### config.mk
export PLATFORM = sky130hd
export DESIGN_NAME = shacc_front
export DESIGN_NICKNAME = d
export VERILOG_FILES = /design/src/sv/shacc_pkg.sv /design/src/sv/shacc_front.sv
export SDC_FILE = /design/constraint.sdc
export NUM_CORES = 2
export LEC_CHECK = 0
export ABC_AREA = 1
export BUFFER_PORTS_ARGS = -buffer_cell sky130_fd_sc_hd__buf_2
export CAP_MARGIN = 20
export CORE_MARGIN = 2
export CORE_UTILIZATION = 45
export CTS_CLUSTER_DIAMETER = 150
export DETAILED_ROUTE_END_ITERATION = 6
export GPL_TIMING_DRIVEN = 0
export PLACE_DENSITY = 0.61
export SYNTH_ARGS = -nofsm -noshare
export SYNTH_HDL_FRONTEND = slang
export SYNTH_SLANG_ARGS = --single-unit
### constraint.sdc
create_clock -name i_clk -period 15.35 [get_ports i_clk]
set_input_delay 3.8375 -clock i_clk [delete_from_list [all_inputs] [get_ports i_clk]]
set_output_delay 3.8375 -clock i_clk [all_outputs]
set_load 0.01 [all_outputs]
### src/sv/shacc_pkg.sv
package shacc_pkg;

    // Configuration port geometry.
    localparam int APB_ADDR_W = 5;
    localparam int APB_DATA_W = 32;

    // Register indexes, taken from paddr[4:2].
    localparam logic [2:0] REG_LOWER_BOUND    = 3'd0;
    localparam logic [2:0] REG_BINS_PER_UNIT  = 3'd1;
    localparam logic [2:0] REG_BIN_COUNT      = 3'd2;
    localparam logic [2:0] REG_CLAMP_OUTLIERS = 3'd3;
    localparam logic [2:0] REG_FOLD_CHANNELS  = 3'd4;
    localparam logic [2:0] REG_FOLD_POSITIONS = 3'd5;
    localparam logic [2:0] REG_WINDOW_START   = 3'd6;
    localparam logic [2:0] REG_WINDOW_END     = 3'd7;

    // Widest counter address the parameter ranges allow (channel, offset, bin).
    localparam int WORK_ADDR_W = 30;

    // Entries in the queue between the front and the back.
    localparam int QUEUE_DEPTH = 4;
    localparam int QUEUE_PTR_W = 2;
    localparam int QUEUE_CNT_W = 3;

    // Counter width and limit.
    localparam int COUNT_W = 32;

    // Action codes of an input item.
    typedef enum logic [1:0] {
        OP_ACCUM = 2'd0,
        OP_READ  = 2'd1,
        OP_CLEAR = 2'd2,
        OP_NONE  = 2'd3
    } t_op;

    // State of the counter update engine.
    typedef enum logic [1:0] {
        BK_CLEAR,
        BK_IDLE,
        BK_UPDATE
    } t_back_state;

    // Configuration registers as seen by the classifier.
    typedef struct packed {
        logic signed [31:0] lower_bound;
        logic [31:0]        bins_per_unit;
        logic [6:0]         bin_count;
        logic               clamp_outliers;
        logic               fold_channels;
        logic               fold_positions;
        logic [15:0]        window_start;
        logic [15:0]        window_end;
    } t_cfg;

    // One classified item handed from the front to the back.
    typedef struct packed {
        logic                   hit;
        t_op                    op;
        logic [WORK_ADDR_W-1:0] addr;
        logic [5:0]             bin;
    } t_work;

endpackage

### src/sv/shacc_front.sv
module shacc_front import shacc_pkg::*; #(
    parameter int MAX_CHANNELS  = 16,
    parameter int MAX_POSITIONS = 64,
    parameter int MAX_BINS      = 64,
    parameter int CH_W          = 4,
    parameter int POS_W         = 6,
    parameter int BIN_W         = 6
) (
    input  logic        i_clk,
    input  logic        i_rst_n,
    input  t_cfg        i_cfg,
    input  logic        i_busy,
    input  logic        i_in_valid,
    output logic        o_in_stall,
    input  logic [1:0]  i_action,
    input  logic [3:0]  i_channel,
    input  logic [15:0] i_position,
    input  logic [31:0] i_amplitude,
    input  logic [5:0]  i_bin_select,
    output logic        o_push,
    output t_work       o_item,
    input  logic        i_full
);

    logic adv;
    logic accept;

    // Stage A: addressing checks and the magnitude of the offset from the bound.
    logic             r_a_valid;
    t_op              r_a_op;
    logic             r_a_ok;
    logic [CH_W-1:0]  r_a_ch;
    logic [POS_W-1:0] r_a_off;
    logic [5:0]       r_a_sel;
    logic [31:0]      r_a_mag;
    logic             r_a_neg;

    // Stage B: two partial products.
    logic             r_b_valid;
    t_op              r_b_op;
    logic             r_b_ok;
    logic [CH_W-1:0]  r_b_ch;
    logic [POS_W-1:0] r_b_off;
    logic [5:0]       r_b_sel;
    logic             r_b_neg;
    logic [47:0]      r_b_p_hi;
    logic [47:0]      r_b_p_lo;

    // Stage C: full 64-bit product with 32 fractional bits.
    logic             r_c_valid;
    t_op              r_c_op;
    logic             r_c_ok;
    logic [CH_W-1:0]  r_c_ch;
    logic [POS_W-1:0] r_c_off;
    logic [5:0]       r_c_sel;
    logic             r_c_neg;
    logic [63:0]      r_c_prod;

    // Stage D: classified item waiting for a queue slot.
    logic             r_d_valid;
    t_work            r_d_item;

    // Stage A combinational terms.
    logic [3:0]       ch_eff;
    logic             ch_ok;
    logic             win_ok;
    logic [15:0]      acc_off;
    logic             acc_off_ok;
    logic [15:0]      rd_off;
    logic             rd_ok;
    logic             a_ok;
    logic [15:0]      a_off;
    logic [32:0]      diff;
    logic [32:0]      diff_abs;

    // Stage D combinational terms.
    logic [31:0]      ip;
    logic [31:0]      fr;
    logic             round_up;
    logic [32:0]      rounded;
    logic             below;
    logic             above;
    logic [6:0]       nb;
    logic [6:0]       bin7;
    logic             n_hit;
    t_work            n_item;

    // The whole pipeline moves unless the last stage is blocked by a full queue.
    assign adv        = !r_d_valid || !i_full;
    assign o_in_stall = i_busy || !adv;
    assign accept     = i_in_valid && !o_in_stall;
    assign o_push     = r_d_valid && !i_full;
    assign o_item     = r_d_item;

    // Window, channel and read address checks, and the signed distance to the bound.
    always_comb begin
        ch_eff     = i_cfg.fold_channels ? 4'd0 : i_channel;
        ch_ok      = 32'(ch_eff) < MAX_CHANNELS;
        win_ok     = (i_position >= i_cfg.window_start) && (i_position < i_cfg.window_end);
        acc_off    = i_position - i_cfg.window_start;
        acc_off_ok = 32'(acc_off) < MAX_POSITIONS;
        rd_off     = i_cfg.fold_positions ? 16'd0 : i_position;
        rd_ok      = (32'(rd_off) < MAX_POSITIONS) && (32'(i_bin_select) < MAX_BINS);
        a_ok       = 1'b0;
        a_off      = rd_off;
        case (t_op'(i_action))
            OP_ACCUM: begin
                a_ok  = ch_ok && win_ok && acc_off_ok;
                a_off = i_cfg.fold_positions ? 16'd0 : acc_off;
            end
            OP_READ:  a_ok = ch_ok && rd_ok;
            OP_CLEAR: a_ok = ch_ok && rd_ok;
            default:  a_ok = 1'b0;
        endcase
        diff     = {i_amplitude[31], i_amplitude} - {i_cfg.lower_bound[31], i_cfg.lower_bound};
        diff_abs = diff[32] ? (33'd0 - diff) : diff;
    end

    // Valid bits of the stages.
    always_ff @(posedge i_clk) begin
        if (!i_rst_n) begin
            r_a_valid <= 1'b0;
            r_b_valid <= 1'b0;
            r_c_valid <= 1'b0;
            r_d_valid <= 1'b0;
        end else if (adv) begin
            r_a_valid <= accept;
            r_b_valid <= r_a_valid;
            r_c_valid <= r_b_valid;
            r_d_valid <= r_c_valid;
        end
    end

    // Stage payloads.
    always_ff @(posedge i_clk) begin
        if (adv) begin
            r_a_op   <= t_op'(i_action);
            r_a_ok   <= a_ok;
            r_a_ch   <= CH_W'(ch_eff);
            r_a_off  <= POS_W'(a_off);
            r_a_sel  <= i_bin_select;
            r_a_mag  <= diff_abs[31:0];
            r_a_neg  <= diff[32];

            r_b_op   <= r_a_op;
            r_b_ok   <= r_a_ok;
            r_b_ch   <= r_a_ch;
            r_b_off  <= r_a_off;
            r_b_sel  <= r_a_sel;
            r_b_neg  <= r_a_neg;
            r_b_p_hi <= r_a_mag[31:16] * i_cfg.bins_per_unit;
            r_b_p_lo <= r_a_mag[15:0] * i_cfg.bins_per_unit;

            r_c_op   <= r_b_op;
            r_c_ok   <= r_b_ok;
            r_c_ch   <= r_b_ch;
            r_c_off  <= r_b_off;
            r_c_sel  <= r_b_sel;
            r_c_neg  <= r_b_neg;
            r_c_prod <= {r_b_p_hi, 16'd0} + {16'd0, r_b_p_lo};

            r_d_item <= n_item;
        end
    end

    // Round half to even, then place the bin or clamp it to an end bin; reads and clears take the bin select.
    always_comb begin
        ip       = r_c_prod[63:32];
        fr       = r_c_prod[31:0];
        round_up = fr[31] && ((|fr[30:0]) || ip[0]);
        rounded  = {1'b0, ip} + {32'd0, round_up};
        if (i_cfg.bin_count == 7'd0) begin
            nb = 7'd1;
        end else if (32'(i_cfg.bin_count) > MAX_BINS) begin
            nb = 7'(MAX_BINS);
        end else begin
            nb = i_cfg.bin_count;
        end
        below = r_c_neg && (rounded != 33'd0);
        above = !below && (rounded >= {26'd0, nb});
        if (below) begin
            bin7 = 7'd0;
        end else if (above) begin
            bin7 = nb - 7'd1;
        end else begin
            bin7 = rounded[6:0];
        end
        n_hit = r_c_ok;
        if (r_c_op == OP_ACCUM) begin
            n_hit = r_c_ok && (!(below || above) || i_cfg.clamp_outliers);
        end else begin
            bin7 = {1'b0, r_c_sel};
        end
        n_item.hit  = n_hit;
        n_item.op   = r_c_op;
        n_item.addr = WORK_ADDR_W'({r_c_ch, r_c_off, BIN_W'(bin7)});
        n_item.bin  = bin7[5:0];
    end

endmodule

==> impl_metrics.json <==
{
  "status": "complete, no violations",
  "yosys-top-cells-area": "fa_1 (33%), edfxtp_1 (16%), nand2_1 (13%)",
  "relSlewSlack_pct": 18.3,
  "clk_latency_ns": 0.63,
  "gp_congestion": 0.978,
  "cts_hold_buf": 0,
  "drive_gt1_share_pct": 4.97,
  "fmax_ghz": 0.0958,
  "dp_cells": 8248,
  "max_stage_delay_ns": 0.83,
  "root_buffer": "clkbuf_16",
  "instances_no_fill": 8309,
  "grt.overflow.total": 0,
  "die_area_mm2": 0.116,
  "drc": 0,
  "tightest_slew_ns": 1.23,
  "synth.distinct_cells": 53,
  "cpLargestDelayFamily": "adder cells",
  "core-area_mm2": 0.112,
  "syn-cell-area_mm2": 0.0509,
  "fin_nets": 8138,
  "critPathSlowestCell": "clkbuf_1",
  "io_pins": 212,
  "syn-mean-instance-area_um2": 7.79,
  "antenna_found_initial": 6,
  "grt_usage_pct": 30.0,
  "startpoint_type": "input port",
  "drt_wl_total_um": 172000,
  "crit_path_end_kind": "register",
  "synthArstFlopShare_pct": 0,
  "netlist_instances": 6535,
  "die-height_um": 340,
  "yosys_warnings": 0,
  "cp.required_ns": 15.72,
  "layout_commonest_cell": "nand2_1",
  "grt_first_pass_wirelength_um": 261000,
  "critPathKind": "in -> reg",
  "cpMostUsedCell": "fa_1",
  "clockBufferDepth": 3,
  "postLayoutSetupSlackWorst_ns": 4.91,
  "synth_ff_type": "edfxtp_1",
  "final.setup.tns_ns": 0,
  "fin_skew_ns": 0.0313,
  "post_drt_wl_per_cell_um": 20.7,
  "cts_htree_levels": 1,
  "drtAntennaViolNets": 0,
  "cts_setup_buffers": 0,
  "synth_edf_count": 271,
  "ys_seq_area_share_pct": 16.1,
  "maxCapViolCount": 0,
  "grt_pass1_vias": 43613,
  "fillers": 11396,
  "cts_resized": 0,
  "worstPathArrival_ns": 10.81,
  "fp.dieW_um": 340,
  "post-route-period-util_pct": 68.0,
  "rows": 123,
  "cts_buffers": 31,
  "routed_via_density": 5.13,
  "clock_sinks": 275,
  "period_minus_slack_ns": 10.44,
  "hold_viol": 0,
  "port_buffers": 197,
  "rsz0062_at_grt": "no",
  "mostFrequentLayoutCells": "nand2_1 (1,790), inv_1 (1,746), fa_1 (839)",
  "drv_slew": 0,
  "crit_buf_inv": 7,
  "first_pass_iters": 5,
  "start_util_pct": 45.3,
  "dp_hpwl_um": 148000,
  "drt_first_iter_violations": 3535,
  "crit_chain": "buf_2, clkbuf_1, nand2_1, inv_1, fa_1, inv_1, fa_1, fa_1, inv_1, fa_1, fa_1, inv_1, fa_1, inv_1, ha_1, a21oi_1, o21ai_0, nor2_1, o21ai_0, a21oi_1, o21ai_0, nand2_1, nand2_1, xor2_1",
  "min-delay-path-class": "reg -> reg",
  "cp_max_fo": 10,
  "yosys.area.top_type": "fa_1",
  "grt_max_degree": 76,
  "num_vias": 42589,
  "fin_util_pct": 49.0,
  "dp_slack_ns": 4.40,
  "setup_violations": 0,
  "cts_tree": "yes",
  "ys_ff_latch": 275,
  "yosys.area.top_type_share_pct": 33.0,
  "area_growth_pct": 8.13,
  "path_clk_slew_ns": 0.06
}
-- registers in the layout, summed over array words and instances, names as in the netlist, 2 cells and up --
name      cells
r_b_off       6
o_item       19
r_b_sel       6
r_c_op        2
r_a_ch        4
r_b_ch        4
r_a_op        2
r_c_sel       6
r_c_ch        4
r_a_sel       6
r_a_off       6
r_a_mag      32
r_b_op        2
r_c_off       6
r_b_p_hi     48
r_b_p_lo     48
r_c_prod     64
-- cell families after synthesis --
group,after synthesis,share of synthesized area [%]
buffers and inverters,1970,14.7
flip-flops,275,16.1
adder cells (fa/ha/maj),1186,41.5
XOR/XNOR,179,3.09
other,1,0.00736
AND/OR/NAND/NOR,2460,19.4
AO/OA/AOI/OAI,464,5.13
-- metrics by stage --
stage | area (µm²) | hold slack, ns
finish | 55100 | 0.410
global route | 55100 | 0.421
CTS | 55100 | 0.412
detailed placement | 53900 | 0.405
global placement | 53800 | 0.400
floorplan | 51000 | 0.400
-- metal layers --
layer,part of all wire (%),up-vias,GRT usage (%),wire length (µm)
met5,0.0076,-,0,13
met4,6.1,2,15.0,10400
met3,7.9,383,4.37,13600
met2,46,1707,49.8,79500
met1,40,20740,38.5,68400
li1,-,19757,-,-
-- area by class of cell --
class	instances	area (µm²)	share of cell area (%)
timing repair buffer	200	1070	1.94
sequential	275	8220	14.9
antenna	4	10.0	0.0182
buffer	218	907	1.65
tap	1500	1880	3.41
clock inverter	24	344	0.625
multi-input combinational	4303	35300	64.1
clock buffer	33	783	1.42
inverter	1752	6580	11.9
-- cell usage after synthesis (3+ instances only) --
cell type / number
ha_1: 347
nor2_2: 14
o21ai_0: 102
fa_1: 839
and3_1: 6
nand3_2: 7
a21boi_0: 7
a31oi_1: 33
edfxtp_1: 271
buf_4: 21
nand2_1: 1791
nand4_1: 40
nor2_4: 8
o31ai_1: 3
o211ai_1: 11
o221ai_1: 7
inv_1: 1746
nor4_1: 12
a211oi_1: 3
o21bai_1: 14
dfxtp_1: 4
nand2_2: 20
nor3_1: 30
xor2_1: 121
o21a_1: 14
nand3b_1: 12
nand3_1: 159
a21o_1: 20
nor2_1: 355
clkbuf_1: 194
a21oi_1: 227
o21ai_1: 11
xnor2_1: 57
inv_2: 5
-- final timing paths --
| path | from | end | slack [ns] | cells past startpoint |
|---|---|---|---|---|
| worst min register to register | r_b_p_lo[3] | r_c_prod[3] | 0.41 | 0 |
| worst max register to register | r_a_mag[23] | r_b_p_hi[46] | 7.60 | 21 |
| worst min-delay path | r_b_p_lo[3] | r_c_prod[3] | 0.41 | 0 |
| worst max-delay path | i_cfg[57] | r_b_p_hi[46] | 4.91 | 24 |
Power is left out: the tool's default activity adds up to more than one toggle a clock period on the data nets, which glitch-free logic cannot reach.
