==> src/sv/shacc_pkg.sv <==
package shacc_pkg;

    // Configuration port geometry.
    localparam int APB_ADDR_W = 5;
    localparam int APB_DATA_W = 32;

    // Register indexes, taken from paddr[4:2].
    localparam logic [2:0] REG_LOWER_BOUND    = 3'd0;
    localparam logic [2:0] REG_BINS_PER_UNIT  = 3'd1;
    localparam logic [2:0] REG_BIN_COUNT      = 3'd2;
    localparam logic [2:0] REG_CLAMP_OUTLIERS = 3'd3;
    localparam logic [2:0] REG_FOLD_CHANNELS  = 3'd4;
    localparam logic [2:0] REG_FOLD_POSITIONS = 3'd5;
    localparam logic [2:0] REG_WINDOW_START   = 3'd6;
    localparam logic [2:0] REG_WINDOW_END     = 3'd7;

    // Widest counter address the parameter ranges allow (channel, offset, bin).
    localparam int WORK_ADDR_W = 30;

    // Entries in the queue between the front and the back.
    localparam int QUEUE_DEPTH = 4;
    localparam int QUEUE_PTR_W = 2;
    localparam int QUEUE_CNT_W = 3;

    // Counter width and limit.
    localparam int COUNT_W = 32;

    // Action codes of an input item.
    typedef enum logic [1:0] {
        OP_ACCUM = 2'd0,
        OP_READ  = 2'd1,
        OP_CLEAR = 2'd2,
        OP_NONE  = 2'd3
    } t_op;

    // State of the counter update engine.
    typedef enum logic [1:0] {
        BK_CLEAR,
        BK_IDLE,
        BK_UPDATE
    } t_back_state;

    // Configuration registers as seen by the classifier.
    typedef struct packed {
        logic signed [31:0] lower_bound;
        logic [31:0]        bins_per_unit;
        logic [6:0]         bin_count;
        logic               clamp_outliers;
        logic               fold_channels;
        logic               fold_positions;
        logic [15:0]        window_start;
        logic [15:0]        window_end;
    } t_cfg;

    // One classified item handed from the front to the back.
    typedef struct packed {
        logic                   hit;
        t_op                    op;
        logic [WORK_ADDR_W-1:0] addr;
        logic [5:0]             bin;
    } t_work;

endpackage

==> src/sv/shacc_queue.sv <==
module shacc_queue import shacc_pkg::*; (
    input  logic  i_clk,
    input  logic  i_rst_n,
    input  logic  i_push,
    input  t_work i_data,
    output logic  o_full,
    input  logic  i_pop,
    output logic  o_empty,
    output t_work o_head
);

    t_work                  r_mem [QUEUE_DEPTH];
    logic [QUEUE_PTR_W-1:0] r_wr_ptr;
    logic [QUEUE_PTR_W-1:0] r_rd_ptr;
    logic [QUEUE_CNT_W-1:0] r_count;

    assign o_full  = r_count == QUEUE_CNT_W'(QUEUE_DEPTH);
    assign o_empty = r_count == '0;
    assign o_head  = r_mem[r_rd_ptr];

    // Pointers and fill level.
    always_ff @(posedge i_clk) begin
        if (!i_rst_n) begin
            r_wr_ptr <= '0;
            r_rd_ptr <= '0;
            r_count  <= '0;
        end else begin
            if (i_push) begin
                r_wr_ptr <= r_wr_ptr + 1'b1;
            end
            if (i_pop) begin
                r_rd_ptr <= r_rd_ptr + 1'b1;
            end
            if (i_push && !i_pop) begin
                r_count <= r_count + 1'b1;
            end else if (i_pop && !i_push) begin
                r_count <= r_count - 1'b1;
            end
        end
    end

    // Entry storage.
    always_ff @(posedge i_clk) begin
        if (i_push) begin
            r_mem[r_wr_ptr] <= i_data;
        end
    end

endmodule

==> config.mk <==
export PLATFORM = sky130hd
export DESIGN_NAME = shacc_queue
export DESIGN_NICKNAME = d
export VERILOG_FILES = /design/src/sv/shacc_pkg.sv /design/src/sv/shacc_queue.sv
export SDC_FILE = /design/constraint.sdc
export NUM_CORES = 1
export LEC_CHECK = 0
export BUFFER_PORTS_ARGS = -buffer_cell sky130_fd_sc_hd__clkbuf_2
export CAP_MARGIN = 20
export CORE_ASPECT_RATIO = 1.4
export CORE_UTILIZATION = 45
export CTS_CLUSTER_SIZE = 30
export DETAILED_ROUTE_END_ITERATION = 8
export HOLD_SLACK_MARGIN = 0.1
export PLACE_DENSITY_LB_ADDON = 0.25
export SKIP_LAST_GASP = 1
export SYNTH_ARGS = -nofsm -noshare
export SYNTH_HDL_FRONTEND = slang
export SYNTH_SLANG_ARGS = --single-unit
==> constraint.sdc <==
create_clock -name i_clk -period 2.38 [get_ports i_clk]
set_input_delay 0.238 -clock i_clk [delete_from_list [all_inputs] [get_ports i_clk]]
set_output_delay 0.238 -clock i_clk [all_outputs]
set_load 0.01 [all_outputs]
==> run summary, run 1 <==
The antenna cell count came out at 0. The analysis attributes to net switching a power of 1.40 mW. The net count after synthesis was 295.

The count of cells along the worst register-to-register path was 4. The library cell contributing the largest single delay on the critical path is sky130_fd_sc_hd__dfxtp_4. Type of the setup path with the least slack: flip-flop to output port. The worst endpoint required time came out at 2.14 ns. Setup repair after global routing left no endpoint under its margin. In this run the static leakage power is 2.70 nW.

Counting flops and latches in the post-synthesis netlist gives 165. The slew of the pin with the lowest slew margin is 0.337 ns, and the chip height is 139 um. For this run, the top clock speed supported by timing is 458 MHz. For the total global routing track utilization, the log shows 0.163.

The tools report the share of synthesized area occupied by flip-flops and latches as 0.802. The worst register-to-register path begins at r_count[0]$_SDFFE_PN0P_. After synthesis, the netlist uses 21 different library cells.

The run gives 0.514 as the sequential share of power. The worst register-to-register path ends at r_count[2]$_SDFFE_PN0P_. The startpoint identified for the worst hold timing path is i_rst_n.

The die covers 13900 sq um. The total power after layout was 6.60 mW. For the detailed placement HPWL, the log shows 6.45 mm.

The top-area cell type share of the netlist area is 0.773, and the total power density per cell area is 854 nW/um^2. The part of the power in combinational logic came out at 0.101. The cell class contributing the biggest share of worst-path delay is flip-flops.

The tools report the post-route antenna net violation count as 0. The flow ran to the end, and the final reports show no timing, DRC or antenna violations. In the post-synthesis netlist, the cell with the most instances is sky130_fd_sc_hd__edfxtp_1. The vias after detailed routing was 2881. The net count of the finished layout is 439. The tree is rooted in a sky130_fd_sc_hd__clkbuf_16.

The maximum number of pins on one net before global-route repair was 34; the portion of the clock cycle consumed by the worst path in the final layout was 0.918. The fraction of the mapped netlist area in compound gates is 0.00206. Hold is met by 0.127 ns. From synthesis to final layout, the design area changed by 27.4%. The fraction of synthesized area in multiplexers was 0.148; the simple-gate portion of the synthesized area was 0.0151.

The signal on the critical path passes through buf_4 > mux4_2 > clkbuf_2. Counting both buffers and inverters, the worst setup path holds a total of 2. The clock transition at the registers of the reported paths is 0.06 ns.

In this run the worst hold path is classified as input port to flip-flop. TritonCTS built the clock tree. For this design the top-level I/O count stands at 84. In this run, synthesis inferred 156 flip-flops with an integrated enable. After synthesis, the largest family of logic cells by area is multiplexers. The worst setup slack for register-to-register paths was 0.86 ns; the post-synthesis average cell area was 24.6 sq um.

The per-cell via count in the routed design came out at 4.98. The tool flagged a number of max-cap violations equal to 0. For this run, the leading register cell type out of synthesis is sky130_fd_sc_hd__edfxtp_1. The logs give 1.95 ns for the arrival time at the worst endpoint and 0.490 mV for the worst ir drop on vdd. Headroom to the max-slew limit: 0.776. The adder and majority cell fraction of the synthesized area is 0.0136. The pre-antenna-repair detailed-routing pass consisted of 4 iterations. The tools report the number of clock buffers inserted by TritonCTS as 17.

The share of cells above drive strength 1 was 0.409. Counting instances, the worst hold path has a depth of 2. The share of total power consumed by net switching was 0.213; the xor and xnor area share after synthesis was 0.00722.

The worst-case clock skew is 0.00564 ns. The H-tree was split into 4 levels. The setup fix buffers added after clock tree synthesis is 0. The initial antenna violation count is 0.

The routed wirelength normalized by instance count was 17.9 um. The clock period could shrink to 2.18 ns. Worst-case hold path end point: r_wr_ptr[0]$_SDFFE_PN0P_. Setup TNS: 0 ns. For the count of non-filler cells in the finished layout, the log shows 579.

The worst stage delay on the critical path was 0.56 ns; the filler cell count in the final layout was 977. The number of hold violations in the final report is 0, and the largest fanout on the critical path is 16. The first-iteration detailed-routing DRC count was 132; the clock latency of the later-clocked register in the worst-skew pair was 0.42 ns. The buffer depth of the longest clock path was 2; the number of remaining DRC errors was 0.

Counting instances in the post-synthesis netlist gives the leading cell types as sky130_fd_sc_hd__edfxtp_1 (156), sky130_fd_sc_hd__mux4_2 (39), sky130_fd_sc_hd__and2_1 (9), sky130_fd_sc_hd__dfxtp_1 (9), sky130_fd_sc_hd__ha_1 (5). The post-synthesis cell count came out at 246. The logs give 0.384 for the share of total power in the clock network and 0 for the count of pins over their slew limit. The run gives 6060 sq um as the cell area after synthesis.

The first global-routing pass estimated 16.3 mm of wire. The cell total after placement was 510; the chip width was 100 um. After global routing the overflow that remains totals 0. Largest area contributor in the netlist: sky130_fd_sc_hd__edfxtp_1. Yosys attributes the largest share of cell area to sky130_fd_sc_hd__edfxtp_1 (77%), sky130_fd_sc_hd__mux4_2 (14%), sky130_fd_sc_hd__dfxtp_1 (3.0%). The clock net in this run drives a total of 165 sinks. The share of synthesized registers carrying an async set or reset was 0. The run gives 3153 as the via count of the first global-routing pass. The internal portion of the total power is 5.20 mW. The worst setup path is launched from a flip-flop. The run gives 13000 sq um as the placeable core area. Global placer's final weighted congestion: 0.679.

The worst setup path is captured at an output port. Setup violations remaining at the end of the flow were counted as 0. The routed design has 10.3 mm of wire. The count of buffers from port buffering works out to 83. For the effective utilization at floorplan, the log shows 0.466. The yosys synthesis warning count came out at 0. Row generation in the floorplan step produced 49 rows.
-- how the worst max path moves through the flow --
stage | slack, ns | to | cells after the start
floorplan | 0.49 | r_mem[2][0]$_DFFE_PP_ | 3
global placement | 0.59 | o_head[12] | 3
detailed placement | 0.58 | o_head[12] | 3
CTS | 0.13 | o_head[12] | 3
global route | 0.06 | o_head[12] | 3
finish | 0.20 | o_head[12] | 3
-- placed cells by master (no fill, tap or decap), drive strengths merged, types with 2 or more instances in the layout --
master / count
nor2b: 2
edfxtp: 156
inv: 5
ha: 5
clkinv: 7
dlygate4sd3: 39
clkbuf: 102
buf: 11
mux2i: 2
xnor2: 2
mux4: 39
and2: 9
bufinv: 2
xor2: 3
dfxtp: 9
-- layer usage --
metal,global-route usage,routed length [um],vias to the layer above,part of all wire
met5,0,0,-,0
met4,0.0564,168,0,0.016
met3,0.0623,502,16,0.049
met2,0.268,5410,68,0.52
met1,0.197,4260,1477,0.41
li1,-,-,1320,-
-- power by group through the flow --
stage | clock network (mW) | registers (mW) | logic (mW)
after floorplan | 0 | 3.42 | 0.387
after global placement | 0 | 3.45 | 0.623
after detailed placement | 0 | 3.46 | 0.630
after CTS | 2.58 | 3.40 | 0.684
after global routing | 2.69 | 3.41 | 0.725
final | 2.54 | 3.39 | 0.669
-- cells by family (layout without fill, tap and decap cells) --
family	Yosys count	count (layout)
and+or+nand+nor	15	15
xor gates and xnor gates	5	5
DFF	165	165
adders and majority gates	6	6
buffers and inverters	12	167
AOI/OAI and AO/OA	2	2
muxes	41	41
-- stage by stage --
stage,cell area (sq um),worst slack (ns),utilization
4_1_cts,7720,0.127,0.594
5_1_grt,7720,0.0648,0.594
6_report,7720,0.196,0.594
3_5_place_dp,6790,0.580,0.522
3_3_place_gp,6790,0.587,0.522
2_1_floorplan,6060,0.493,-
-- layout make-up --
type                       instances  area (sq um)  area share
clock buffer                      19           433      0.0561
tap                              178           223      0.0288
inverter                           4          15.0     0.00194
clock inverter                    11           111      0.0144
sequential                       165          4870       0.630
multi-input combinational         69          1130       0.147
timing repair buffer             133           938       0.121
-- sequential cells by signal, indices dropped and copies added, names as in the netlist, named ones only --
signal and flops:
r_mem 156, r_count 3, r_rd_ptr 2, r_wr_ptr 2
-- repair_timing --
action,CTS,global route
hold endpoints to repair,156,0
hold buffers,39,0
resized for setup,0,0
No activity file was read; power rests on OpenSTA's default activity.
==> inputs of run 2 (changes only) <==
--- a/config.mk
+++ b/config.mk
@@ -12,6 +12,7 @@
 export CTS_CLUSTER_SIZE = 30
 export DETAILED_ROUTE_END_ITERATION = 8
 export HOLD_SLACK_MARGIN = 0.1
+export MAX_ROUTING_LAYER = met4
 export PLACE_DENSITY_LB_ADDON = 0.25
 export SKIP_LAST_GASP = 1
 export SYNTH_ARGS = -nofsm -noshare
==> constraint.sdc (replaced) <==
create_clock -name i_clk -period 1.96 [get_ports i_clk]
set_input_delay 0.196 -clock i_clk [delete_from_list [all_inputs] [get_ports i_clk]]
set_output_delay 0.196 -clock i_clk [all_outputs]
set_load 0.01 [all_outputs]
==> run summary, run 2 (synthesis results as in run 1) <==
The combined buffer and inverter count along the critical path was 2 (unchanged). Total power density per cell area: 1050 nW/um^2 (was 854 nW/um^2). The post-placement worst setup slack was 0.173 ns (was 0.580 ns); the effective utilization at floorplan was 0.466 (unchanged).

The tools report the detailed placement HPWL as 6.27 mm (was 6.45 mm). The tools report the cell at the root of the clock tree as sky130_fd_sc_hd__clkbuf_16 (unchanged). The run gives 152 (was 132) as the first-iteration detailed-routing DRC count. The worst stage delay on the critical path is 0.55 ns (was 0.56 ns), and the clock transition at the registers of the reported paths is 0.06 ns (about the same). The top-level port count was 84 (unchanged); the count of nets after finishing was 439 (unchanged). The setup TNS came out at 0 ns (unchanged). Library cell contributing the largest single delay on the critical path: sky130_fd_sc_hd__mux4_2 (was sky130_fd_sc_hd__dfxtp_4). The run gives 2 (unchanged) as the buffer depth of the longest clock path.

The endpoint class of the critical path was an output port (unchanged). The chip width is 100 um (unchanged), and the antenna cell count is 0 (unchanged). The utilization of the core after routing came out at 0.599 (was 0.594). For the static leakage, the log shows 2.72 nW (was 2.70 nW).

The layout overhead on the synthesized area was 28.4% (was 27.4%). Top library cells by usage in the layout, fill and taps aside: sky130_fd_sc_hd__edfxtp_1 (156), sky130_fd_sc_hd__clkbuf_2 (83), sky130_fd_sc_hd__dlygate4sd3_1 (40) (was sky130_fd_sc_hd__edfxtp_1 (156), sky130_fd_sc_hd__clkbuf_2 (83), sky130_fd_sc_hd__mux4_2 (39), sky130_fd_sc_hd__dlygate4sd3_1 (39), sky130_fd_sc_hd__clkbuf_16 (17)). The first-pass iteration count of the detailed router came out at 4 (unchanged). Clock latency of the later-clocked register in the worst-skew pair: 0.41 ns (was 0.42 ns). The run finished with clean final reports. The per-cell via count in the routed design was 5.00 (was 4.98). TritonCTS built the clock tree.

The tools report the clock sink total as 165 (unchanged). Arrival time at the worst endpoint: 1.69 ns (was 1.95 ns). The tools report the first-pass GRT wire length as 16.9 mm (was 16.3 mm). The run gives 0.173 (was 0.163) as the total global routing track utilization. For the total wire length, the log shows 10.4 mm (was 10.3 mm).

The routed wirelength normalized by instance count came out at 17.9 um (about the same). Via count of the first global-routing pass: 3148 (was 3153). The count of endpoints failing setup in the final report was 0 (unchanged). The cell class contributing the biggest share of worst-path delay is multiplexers (was flip-flops). The post-route antenna net violation count is 0 (unchanged), and the number of hold violations in the final report is 0 (unchanged).

The type of the setup path with the least slack was flip-flop to output port (unchanged). Number of violations of the max-capacitance limit: 0 (unchanged). The portion of the clock cycle consumed by the worst path in the final layout was 0.964.

The register with the most flip-flops is r_mem (unchanged). The total die area is 13900 sq um (unchanged). The flip-flop count of the largest register after layout was 156 (unchanged); the count of pins over their slew limit was 0 (unchanged). The headroom to the max-slew limit is 0.731 (was 0.776), and the maximum number of pins on one net before global-route repair is 40 (was 34).

The logs give 0 (unchanged) for the number of instances resized during post-cts repair and 0.00564 ns (about the same) for the worst-case clock skew. The setup fix buffers added after clock tree synthesis was 0 (unchanged); the worst ir drop on vdd was 0.593 mV (was 0.490 mV). For the global placer's final weighted congestion, the log shows 0.677 (was 0.679).

Path type of the worst min-delay path: input port to flip-flop (unchanged). Largest fanout on the critical path: 21 (was 16). The worst setup margin was 0.0697 ns (was 0.196 ns); the initial antenna violation count was 0 (unchanged). The maximum level of the CTS H-tree is 4 (unchanged). Cells along the critical path: buf_12 > mux4_2 > clkbuf_2 (was buf_4 > mux4_2 > clkbuf_2). Most common cell after layout, fill and taps aside: sky130_fd_sc_hd__edfxtp_1 (unchanged). Setup repair after global routing could not meet its margin everywhere. The run gives 13000 sq um (unchanged) as the placeable core area. The total number of placement rows is 49 (unchanged).

The run gives 2905 (was 2881) as the vias after detailed routing. The smallest clock period supported by the final layout is computed as 1.89 ns. The sort of element at the start of the critical path is a flip-flop (unchanged).

Worst endpoint required time: 1.76 ns (was 2.14 ns). The remaining global-route overflow came out at 0 (unchanged). Derived from the worst setup path, the maximum achievable clock frequency is 529 MHz. The run gives 0 (unchanged) as the number of remaining DRC errors. The count of buffers from port buffering works out to 83 (unchanged).

The chip height is 139 um (unchanged). The share of cells above drive strength 1 was 0.407 (was 0.409); the number of clock buffers inserted by TritonCTS was 17 (unchanged). Registers with the most flip-flops: r_mem (156), r_count (3) (unchanged). The slew of the pin with the lowest slew margin works out to 0.403 ns (was 0.337 ns).
run 2: per-layer routing:
layer,share of wire,up-vias,GRT usage
met5,0,-,-
met4,0.013,0,0.0641
met3,0.038,12,0.0437
met2,0.55,71,0.286
met1,0.40,1499,0.205
li1,-,1323,-
run 2: through the flow:
step                      std cells  hold slack (ns)  area, sq um  power [mW]
after floorplan                 246            0.295         6060        4.63
after global placement          509            0.409         6780        4.95
after detailed placement        509            0.421         6780        4.98
after CTS                       581            0.152         7780        8.28
after global routing            581            0.175         7780        8.50
final                           581            0.161         7780        8.19
run 2: area by class of cell:
class	instances	area (sq um)
clock buffer	28	573
clock inverter	4	28.8
fill	979	5210
inverter	4	15.0
multi-input combinational	69	1130
sequential	165	4870
tap	178	223
timing repair buffer	133	941
run 2: worst min-delay path, stage by stage:
cell and delay (ns):
sky130_fd_sc_hd__clkbuf_2 0.15, sky130_fd_sc_hd__mux2i_1 0.09, sky130_fd_sc_hd__nor2b_1 0.09
run 2: what timing repair did:
item / CTS / global route
endpoints found under the hold margin: 162 / 0
setup endpoints to repair: 0 / 3
hold buffers: 40 / 0
run 2: worst paths after layout:
check | from | slack, ns | to | cells past startpoint
max reg2reg | r_count[0]$_SDFFE_PN0P_ | 0.37 | r_count[2]$_SDFFE_PN0P_ | 4
max | flip-flop | 0.07 | o_head[2] | 3
min | i_push | 0.16 | r_wr_ptr[1]$_SDFFE_PN0P_ | 3
min reg2reg | r_count[2]$_SDFFE_PN0P_ | 0.52 | r_count[2]$_SDFFE_PN0P_ | 2
run 2: where the power goes:
group | switching, mW | internal, mW | total, mW
Sequential | 0.0532 | 4.04 | 4.10
Combinational | 0.417 | 0.429 | 0.846
Clock | 1.24 | 2.00 | 3.24
